File: src/hw/rtl/chc_pkg.sv
// Package of types, constants and helpers for the clamped histogram counter.
package chc_pkg;

  localparam int MAX_BINS  = 256;
  localparam int IDX_W     = $clog2(MAX_BINS);
  localparam int CFG_W     = 9;
  localparam int DATA_W    = 32;
  localparam int COUNT_W   = 32;
  localparam int QUEUE_D   = 2;
  localparam int QPTR_W    = $clog2(QUEUE_D);
  localparam int QCNT_W    = $clog2(QUEUE_D + 1);

  typedef logic [COUNT_W-1:0] count_t;
  typedef logic [IDX_W-1:0]   idx_t;
  typedef logic [CFG_W-1:0]   cfg_t;

  typedef enum logic {
    OP_RECORD = 1'b0,
    OP_READ   = 1'b1
  } op_t;

  typedef enum logic [1:0] {
    ST_OK    = 2'd0,
    ST_CLAMP = 2'd1,
    ST_RANGE = 2'd2
  } status_t;

  typedef struct packed {
    op_t                op;
    logic [DATA_W-1:0]  value;
  } item_t;

  typedef struct packed {
    logic [COUNT_W-1:0] bin_count;
    logic [COUNT_W-1:0] total_count;
    logic [DATA_W-1:0]  max_seen;
    logic [COUNT_W-1:0] overflow_count;
    status_t            status;
  } result_t;

  // Classified item as it travels from the front to the back.
  typedef struct packed {
    op_t               op;
    idx_t              slot;
    logic [DATA_W-1:0] value;
    status_t           status;
  } q_item_t;

  // Saturating increment: stick at all ones.
  function automatic count_t sat_inc(input count_t c);
    sat_inc = (c == '1) ? c : c + count_t'(1);
  endfunction

endpackage

File: src/hw/rtl/chc_front.sv
// Front end: accept items, clamp the bin count in use and classify each item.
module chc_front (
  input  chc_pkg::item_t   item,
  input  logic             start,
  input  chc_pkg::cfg_t    bins_in_use,
  input  logic             full,
  output logic             busy,
  output logic             push,
  output chc_pkg::q_item_t q_item
);

  logic [chc_pkg::DATA_W-1:0] bins_ext;
  logic [chc_pkg::DATA_W-1:0] last_ext;
  logic                       beyond;

  assign bins_ext = chc_pkg::DATA_W'(bins_in_use);

  // Last bin in use; zero bins act as one, too many act as the store size.
  always_comb begin
    if (bins_ext == '0) begin
      last_ext = '0;
    end else if (bins_ext > chc_pkg::DATA_W'(chc_pkg::MAX_BINS)) begin
      last_ext = chc_pkg::DATA_W'(chc_pkg::MAX_BINS - 1);
    end else begin
      last_ext = bins_ext - chc_pkg::DATA_W'(1);
    end
  end

  assign beyond = item.value > last_ext;

  always_comb begin
    q_item.op    = item.op;
    q_item.value = item.value;
    q_item.slot  = item.value[chc_pkg::IDX_W-1:0];
    q_item.status = chc_pkg::ST_OK;
    case (item.op)
      chc_pkg::OP_RECORD: begin
        if (beyond) begin
          q_item.slot   = last_ext[chc_pkg::IDX_W-1:0];
          q_item.status = chc_pkg::ST_CLAMP;
        end
      end
      chc_pkg::OP_READ: begin
        if (beyond) begin
          q_item.status = chc_pkg::ST_RANGE;
        end
      end
      default: begin
        q_item.status = chc_pkg::ST_OK;
      end
    endcase
  end

  assign busy = full;
  assign push = start && !full;

endmodule

File: config.mk
export PLATFORM = sky130hd
export DESIGN_NAME = chc_front
export DESIGN_NICKNAME = d
export VERILOG_FILES = /design/src/hw/rtl/chc_pkg.sv /design/src/hw/rtl/chc_front.sv
export SDC_FILE = /design/constraint.sdc
export NUM_CORES = 1
export LEC_CHECK = 0
export ABC_AREA = 1
export BUFFER_PORTS_ARGS = -buffer_cell sky130_fd_sc_hd__buf_2
export CELL_PAD_IN_SITES_DETAIL_PLACEMENT = 2
export CELL_PAD_IN_SITES_GLOBAL_PLACEMENT = 2
export CORE_MARGIN = 3
export CORE_UTILIZATION = 20
export DETAILED_ROUTE_END_ITERATION = 6
export GPL_TIMING_DRIVEN = 1
export PLACE_DENSITY_LB_ADDON = 0.1
export RECOVER_POWER = 50
export SLEW_MARGIN = 20
export SYNTH_ARGS = -nofsm -noshare
export SYNTH_HDL_FRONTEND = slang
export SYNTH_SLANG_ARGS = --single-unit
File: constraint.sdc
create_clock -name vclk -period 3.3
set_input_delay 0.495 -clock vclk [all_inputs]
set_output_delay 0.495 -clock vclk [all_outputs]
set_load 0.01 [all_outputs]
==> flow_summary.ini <==
[drt]
wirelength_um = 6010
dr_wl_met2_um = 3170
m1WireLength_um = 2620
met3_length_um = 213
viasPerCell = 4.40
dr.first_iter.drc_count = 25
dr.pass1.iters = 4
ant_nets = 0
wl_per_cell_um = 14.5
top_layer_used = met3
drcViolationCount = 0
vias = 1817

[floorplanning]
die_y_um = 91.8
io_pins = 89
coreArea_um2 = 6940
die_x_um = 91.8
die-area_um2 = 8420
num_rows = 30
start_util_pct = 21.2

[timing]
drv_slew = 0
final.min_clock_period_ns = 3.55
relSlewSlack_pct = 66.8
post-route-period-util_pct = 107
worst_slack_ns = -0.246
fmax_mhz = 282
rsz0062_at_grt = yes
hold_violations = 0
worstMarginPinSlew_ns = 0.497
setup_viol = 10
finalSetupTns_ns = -2.02
whs_ns = 1.20

[synthesis]
synth_area_um2 = 1470
synth.avg_cell_area_um2 = 6.45
synth_cell_type_count = 27
ys_seq_area_share_pct = 0
syn_inst = 228
synth_warnings = 0
synth.net_count = 306

[global_routing]
grt_use_total_pct = 11.8
grt_antenna_before_repair = 0
grt_pass1_wl_um = 8590
grt-ovfl-total = 0
grt_pass1_vias = 1875
grt_max_degree = 24

[pwr]
seq_power_share_pct = 0
powerDensity_nw_per_um2 = 113
leakagePower_uw = 0.00126
swShare_pct = 53.9
switching_power_uw = 155
comb_power_share_pct = 100.0
clockPowerShare_pct = 0
ir_drop_mv = 0.0468
power.internal_uw = 133

[final_layout]
final-seq-area_um2 = 0
clkbuf_count = 0
nFlopsAndLatches = 0
drive_gt1_share_pct = 55.2
antenna_cells = 0
layout.nets = 397
area_growth_syn_to_layout_pct = 72.9
final_cells = 413
fillers = 843

[placed_design]
place_hpwl_um = 4310
numPortBuffers = 89
dp_cells = 398
gp_congestion = 0.737
dpl_worst_slack_ns = -0.261

[flow_run]
cap_viol_max_count = 0

[setup_path]
worst_setup_path_start_kind = input pin
end_kind = primary output
critPathTopFamily = simple AND/OR/NAND/NOR gates
cp_cell_sequence = buf_8 > nor2_4 > nand4_1 > or2_1 > nand3b_1 > buf_6 > clkbuf_16 > ha_4 > nand2_2 > nor2_4 > nand4_2 > nor2_4 > nand4_4 > nand3_4 > nand2_1 > nand2_2 > buf_2
cpPeakStageDelay_ns = 0.28
path_buf_inv = 4
slowest_stage = ha_4
cp_max_fo = 6
crit_path_frequent_cell = nor2_4
arrival_ns = 3.05
crit_type = input pin to primary output
cp.required_ns = 2.80

[worst_hold_path]
min_path_type = input pin to primary output

[status]
violations = setup timing
run_status = finished with violations

[cts]
cts-hold-fix-buffers = 0
==> power groups by stage <==
| stage | sequential, µW | clock (µW) | combinational (µW) |
|---|---|---|---|
| after global routing | 0 | 0 | 326 |
| after global placement | 0 | 0 | 229 |
| after floorplan | 0 | 0 | 148 |
| after CTS | 0 | 0 | 248 |
| final | 0 | 0 | 287 |
| after detailed placement | 0 | 0 | 233 |
==> routing by layer <==
layer	GRT usage (%)	vias up
met3	0.738	0
met4	0	0
li1	-	921
met5	0	-
met2	22.5	46
met1	15.4	850
==> worst paths after layout <==
kind,from,to,slack [ns],cells past startpoint
worst max-delay path,bins_in_use[3],q_item[40],-0.25,17
worst min-delay path,item[32],q_item[42],1.20,2
==> Yosys cell counts <==
cell type   n  area share, %
a21o_1      2            1.0
a21oi_1    17            5.8
a31oi_1     1           0.43
buf_4      34             17
clkinv_1    1           0.25
ha_1       34             29
inv_1      25            6.4
inv_2       2           0.51
nand2_1    57             15
nand2_2     3            1.3
nand2_4     1           0.77
nand3_1     6            2.0
nand3_2     1           0.68
nand3_4     1            1.2
nand3b_1    1           0.51
nand4_1    11            4.7
nand4_2     1           0.85
nand4_4     1            1.4
nor2_1     10            2.6
nor2_2      5            2.1
nor2_4      2            1.5
o21a_1      1           0.51
o21ai_0     6            2.0
o22ai_1     1           0.43
or2_0       1           0.43
xnor2_1     1           0.60
xor2_1      2            1.2
==> through the flow <==
| stage | utilization, % | cell area [µm²] | total power, µW |
|---|---|---|---|
| 2_1_floorplan | - | 1510 | 148 |
| 3_3_place_gp | 28.5 | 1980 | 229 |
| 3_5_place_dp | 28.5 | 1980 | 233 |
| 4_1_cts | 30.2 | 2090 | 248 |
| 5_1_grt | 36.6 | 2540 | 326 |
| 6_report | 36.6 | 2540 | 287 |
==> cells in the final DEF, fill, tap and decap left out, types with 3 or more instances in the layout <==
master	instances
buf_2	65
nand2_1	42
buf_4	24
inv_1	22
ha_1	18
nand2_2	16
clkbuf_1	16
ha_4	15
nand4_1	11
buf_6	10
nor2_4	8
a21oi_2	8
a21oi_1	8
nor2_1	6
inv_2	4
nand3_1	4
nand3_4	3
nand2_4	3
o21ai_0	3
nor2_2	3
==> logic make-up (layout without fill, tap and decap cells) <==
group / after synthesis / count (layout) / share of synthesized area, %
AOI/OAI and AO/OA: 28 / 28 / 10.2
buffers and inverters: 62 / 148 / 24.5
adders and majority gates: 34 / 34 / 28.9
and+or+nand+nor: 101 / 104 / 34.6
xor gates and xnor gates: 3 / 3 / 1.79
==> layout make-up <==
class                      instances  area (µm²)  area share (%)
inverter                          28         108            4.23
timing repair buffer             120         783            30.8
multi-input combinational        169        1530            60.3
tap                               96         120            4.72
==> repair_timing <==
item                                    CTS  global route
resized for setup                        14            57
endpoints found under the setup margin   10            10
gates cloned                              2             4
pin swaps                                 3            10
buffers inserted                          3             6
Power figures use the tool's default switching activity.
