File: src/hw/rtl/chc_pkg.sv
// Package of types, constants and helpers for the clamped histogram counter.
package chc_pkg;

  localparam int MAX_BINS  = 256;
  localparam int IDX_W     = $clog2(MAX_BINS);
  localparam int CFG_W     = 9;
  localparam int DATA_W    = 32;
  localparam int COUNT_W   = 32;
  localparam int QUEUE_D   = 2;
  localparam int QPTR_W    = $clog2(QUEUE_D);
  localparam int QCNT_W    = $clog2(QUEUE_D + 1);

  typedef logic [COUNT_W-1:0] count_t;
  typedef logic [IDX_W-1:0]   idx_t;
  typedef logic [CFG_W-1:0]   cfg_t;

  typedef enum logic {
    OP_RECORD = 1'b0,
    OP_READ   = 1'b1
  } op_t;

  typedef enum logic [1:0] {
    ST_OK    = 2'd0,
    ST_CLAMP = 2'd1,
    ST_RANGE = 2'd2
  } status_t;

  typedef struct packed {
    op_t                op;
    logic [DATA_W-1:0]  value;
  } item_t;

  typedef struct packed {
    logic [COUNT_W-1:0] bin_count;
    logic [COUNT_W-1:0] total_count;
    logic [DATA_W-1:0]  max_seen;
    logic [COUNT_W-1:0] overflow_count;
    status_t            status;
  } result_t;

  // Classified item as it travels from the front to the back.
  typedef struct packed {
    op_t               op;
    idx_t              slot;
    logic [DATA_W-1:0] value;
    status_t           status;
  } q_item_t;

  // Saturating increment: stick at all ones.
  function automatic count_t sat_inc(input count_t c);
    sat_inc = (c == '1) ? c : c + count_t'(1);
  endfunction

endpackage

File: src/hw/rtl/chc_queue.sv
// Short queue of classified items between the front and the back.
module chc_queue (
  input  logic             clk,
  input  logic             rst,
  input  logic             push,
  input  chc_pkg::q_item_t push_item,
  input  logic             pop,
  output logic             full,
  output logic             not_empty,
  output chc_pkg::q_item_t head
);

  chc_pkg::q_item_t              slots [chc_pkg::QUEUE_D];
  logic [chc_pkg::QPTR_W-1:0]    wr_ptr;
  logic [chc_pkg::QPTR_W-1:0]    rd_ptr;
  logic [chc_pkg::QCNT_W-1:0]    fill;

  assign full      = fill == chc_pkg::QCNT_W'(chc_pkg::QUEUE_D);
  assign not_empty = fill != '0;
  assign head      = slots[rd_ptr];

  always_ff @(posedge clk) begin
    if (push) begin
      slots[wr_ptr] <= push_item;
    end
  end

  always_ff @(posedge clk) begin
    if (rst) begin
      wr_ptr <= '0;
      rd_ptr <= '0;
      fill   <= '0;
    end else begin
      if (push) begin
        wr_ptr <= (wr_ptr == chc_pkg::QPTR_W'(chc_pkg::QUEUE_D - 1)) ? '0
                                                                     : wr_ptr + 1'b1;
      end
      if (pop) begin
        rd_ptr <= (rd_ptr == chc_pkg::QPTR_W'(chc_pkg::QUEUE_D - 1)) ? '0
                                                                     : rd_ptr + 1'b1;
      end
      case ({push, pop})
        2'b10:   fill <= fill + 1'b1;
        2'b01:   fill <= fill - 1'b1;
        default: fill <= fill;
      endcase
    end
  end

  a_no_underflow: assert property (@(posedge clk) disable iff (rst)
    pop |-> not_empty)
    else $error("queue popped while empty");

endmodule

File: config.mk
export PLATFORM = sky130hd
export DESIGN_NAME = chc_queue
export DESIGN_NICKNAME = d
export VERILOG_FILES = /design/src/hw/rtl/chc_pkg.sv /design/src/hw/rtl/chc_queue.sv
export SDC_FILE = /design/constraint.sdc
export NUM_CORES = 1
export LEC_CHECK = 0
export ABC_AREA = 1
export BUFFER_PORTS_ARGS = -buffer_cell sky130_fd_sc_hd__buf_4
export CAP_MARGIN = 0
export CORE_ASPECT_RATIO = 1.4
export CORE_UTILIZATION = 56
export CTS_CLUSTER_DIAMETER = 150
export DETAILED_ROUTE_END_ITERATION = 7
export PLACE_DENSITY = 0.95
export SYNTH_ARGS = -nofsm -noshare
export SYNTH_HDL_FRONTEND = slang
export SYNTH_SLANG_ARGS = --single-unit
export TNS_END_PERCENT = 5
File: constraint.sdc
create_clock -name clk -period 3.86 [get_ports clk]
set_input_delay 0.193 -clock clk [delete_from_list [all_inputs] [get_ports clk]]
set_output_delay 0.193 -clock clk [all_outputs]
set_load 0.05 [all_outputs]
==> metrics.md <==
| Metric | Value |
|---|---|
| Static leakage power | 1.773 nW |
| Setup crit end kind | primary output |
| Core box area | 5987 µm² |
| RSZ-0062 raised after global routing | false |
| Net count after synthesis | 215 |
| Actual slew at the worst max-slew pin | 1208 ps |
| FF+latch count, synth | 91 |
| Gr usage total | 18.23% |
| Internal cell power | 1.537 mW |
| Placed cell area | 4229 µm² |
| Largest net degree at the start of global routing | 45 |
| Synth unique cells | 15 |
| Leading area contributor after synthesis | edfxtp_1 |
| Post-synthesis cell area | 3533 µm² |
| Final instance area | 4407 µm² |
| Clock root buffer | clkbuf_8 |
| WP data required | 3670 ps |
| Die H | 95.99 µm |
| Share of the synthesized area in the top cell type | 73.09% |
| Crit Path Category | flip-flop to primary output |
| Clock Latency Late Sink | 350 ps |
| First-pass GRT wire length | 8638 µm |
| Via density | 5.126 |
| VDD IR-drop max | 287.9 µV |
| CTS sink count | 91 |
| Prevailing post-synth register cell | edfxtp_1 |
| Dpl ws | 1804 ps |
| Final Wtd Congestion | 0.7354 |
| Critical-path cell list | buf_4, mux2_2, buf_4 |
| Final period util | 61.81% |
| CP peak stage delay | 770 ps |
| Relative slew slack | 19.27% |
| Post-synth EDFFs | 86 |
| Fin Setup TNS | 0 ps |
| DRT Pass-1 Iters | 6 |
| Ys async rst share | 0% |
| Clock group share of total power | 24.7% |
| Clk slew on worst S/H paths | 90 ps |
| Final WS setup | 1474 ps |
| Iteration-0 DRC Markers | 102 |
| Fillers | 357 |
| Total power | 2.133 mW |
| CTS Buffer Depth | 2 |
| Max FO, Critical Path | 23 |
| Syn avg cell area | 21.16 µm² |
| Die Wd | 69.14 µm |
| Area growth, synth to finish | 24.72% |
| Max Cap Viol | 0 |
| Final core occ | 73.61% |
| Hold WC Path Type | input port to flip-flop |
| Setup Viol. Count Final | 0 |
| Synth top cells by count | edfxtp_1 (86), mux2_4 (40), nor2_1 (9), inv_1 (7), nand2_1 (6) |
| Drc violations | 0 |
| CP max stage cell | dfxtp_2 |
| Grt total ovfl | 0 |
| Most frequent cell after synthesis | edfxtp_1 |
| Outcome | finished clean |
| CP dominant cell by count | buf_4 |
| CTS tree | done |
| Psw | 0.5958 mW |
| Dpl hpwl | 4113 µm |
| Fmax | 0.4191 GHz |
| Final slew viol count | 0 |
| Combinational fraction of design power | 20.6% |
| Post-DRT Antenna Nets | 0 |
| Yosys warnings | 0 |
| Final net count | 315 |
| Sw Share | 27.93% |
| # diodes | 0 |
| Initial Utilization | 59.02% |
| Sequential power share | 54.7% |
| Crit path launch type | flip-flop |
| PwrDens | 484.1 nW/µm² |
| Routed WL | 5859 µm |
| Number of antenna violations at the first check in global routing | 0 |
| Seq/Total Area, Yosys | 75.92% |
| WL/cell | 17.18 µm |
| Cts bufs inserted | 9 |
| Number of cells produced by synthesis | 167 |
| Max H-tree Level | 3 |
| Clock skew | 10.86 ps |
| Critical Path AT | 2190 ps |
| Synth area leaders | edfxtp_1 (73%), mux2_4 (17%), dfxtp_1 (2.8%) |
| Layout cells sized above 1 | 55.72% |
| Final worst path period need | 2386 ps |
| # IOs | 92 |
| R2R setup slack | 2190 ps |
| Fin. Hold Viols | 0 |
| # rows | 33 |
| Vias in the first global route | 1799 |
| Total number of vias | 1748 |
| Port bufs | 91 |
| Die Area | 6636 µm² |
==> layer usage <==
layer | part of all wire [%] | global-route usage (%) | up-vias | wire, µm
met3 | 6.0 | 5.445 | 12 | 350
met2 | 57 | 32.36 | 59 | 3358
met1 | 34 | 19.21 | 844 | 2002
met4 | 2.5 | 10.88 | 0 | 148
li1 | - | - | 833 | -
met5 | 0 | 0 | - | 0
==> final timing paths <==
check,start,to,cells after the start
setup / recovery,flip-flop,head[31],3
hold / removal,push_item[32],slots[1][32],1
setup reg to reg,wr_ptr,slots[0][10],1
hold reg to reg,fill[1],fill[1],2
==> final cells by class <==
type,instances,area [µm²],share of cell area (%)
Sequential cell,91,2684,60.90
Multi-Input combinational cell,64,740.7,16.81
Timing Repair Buffer,94,710.7,16.13
Clock buffer,9,123.9,2.811
Tap cell,70,87.58,1.988
Clock inverter,6,33.78,0.7666
Inverter,7,26.28,0.5963
==> state kept, by name, indices dropped and copies added, names as in the netlist, named ones only <==
signal / cells
fill: 2
slots: 86
rd_ptr: 1
wr_ptr: 1
==> kinds of logic (layout without fill, tap and decap cells) <==
group	count (synthesis)	in the layout	share of synthesized area (%)
fa+ha+maj	1	1	0.3541
simple gates	17	17	1.912
flops	91	91	75.92
buf+inv	12	116	3.329
xor+xnor	1	1	0.2479
compound gates	2	2	0.2830
mux	43	43	17.95
==> what timing repair did <==
| item | CTS | global route |
|---|---|---|
| setup endpoints to repair | 0 | 0 |
| buffers inserted | 0 | 0 |
| hold buffers | 0 | 2 |
| hold endpoints to repair | 0 | 4 |
| resized for setup | 0 | 0 |
==> critical path: cells and delay by family (launching register included) <==
family,cells,cell delay [ps]
DFF,1,770
buffers and inverters,2,680
muxes,1,390
==> through the flow <==
| stage | hold slack (ps) | instances |
|---|---|---|
| 6_report | 22.71 | 341 |
| 5_1_grt | 3.399 | 341 |
| 4_1_cts | 13.84 | 339 |
| 3_5_place_dp | 381.1 | 324 |
| 3_3_place_gp | 378.5 | 324 |
| 2_1_floorplan | 265.4 | 167 |
==> layout by cell type, fill, tap and decap left out, types with 2 or more instances in the layout <==
cell type      instances
dfxtp_1                4
inv_1                  6
mux2_4                40
clkinv_1               2
edfxtp_1              86
nor2_1                 8
clkbuf_8               9
mux2_2                 3
clkinv_2               2
buf_4                 92
dlygate4sd3_1          2
nand2_1                6
==> power by group through the flow <==
stage	combinational (mW)	sequential, mW	clock, mW
after floorplan	0.337	1.17	0
after global placement	0.431	1.19	0
after detailed placement	0.440	1.19	0
after CTS	0.441	1.17	0.536
after global routing	0.458	1.17	0.582
final	0.439	1.17	0.528
Power figures use the tool's default switching activity.
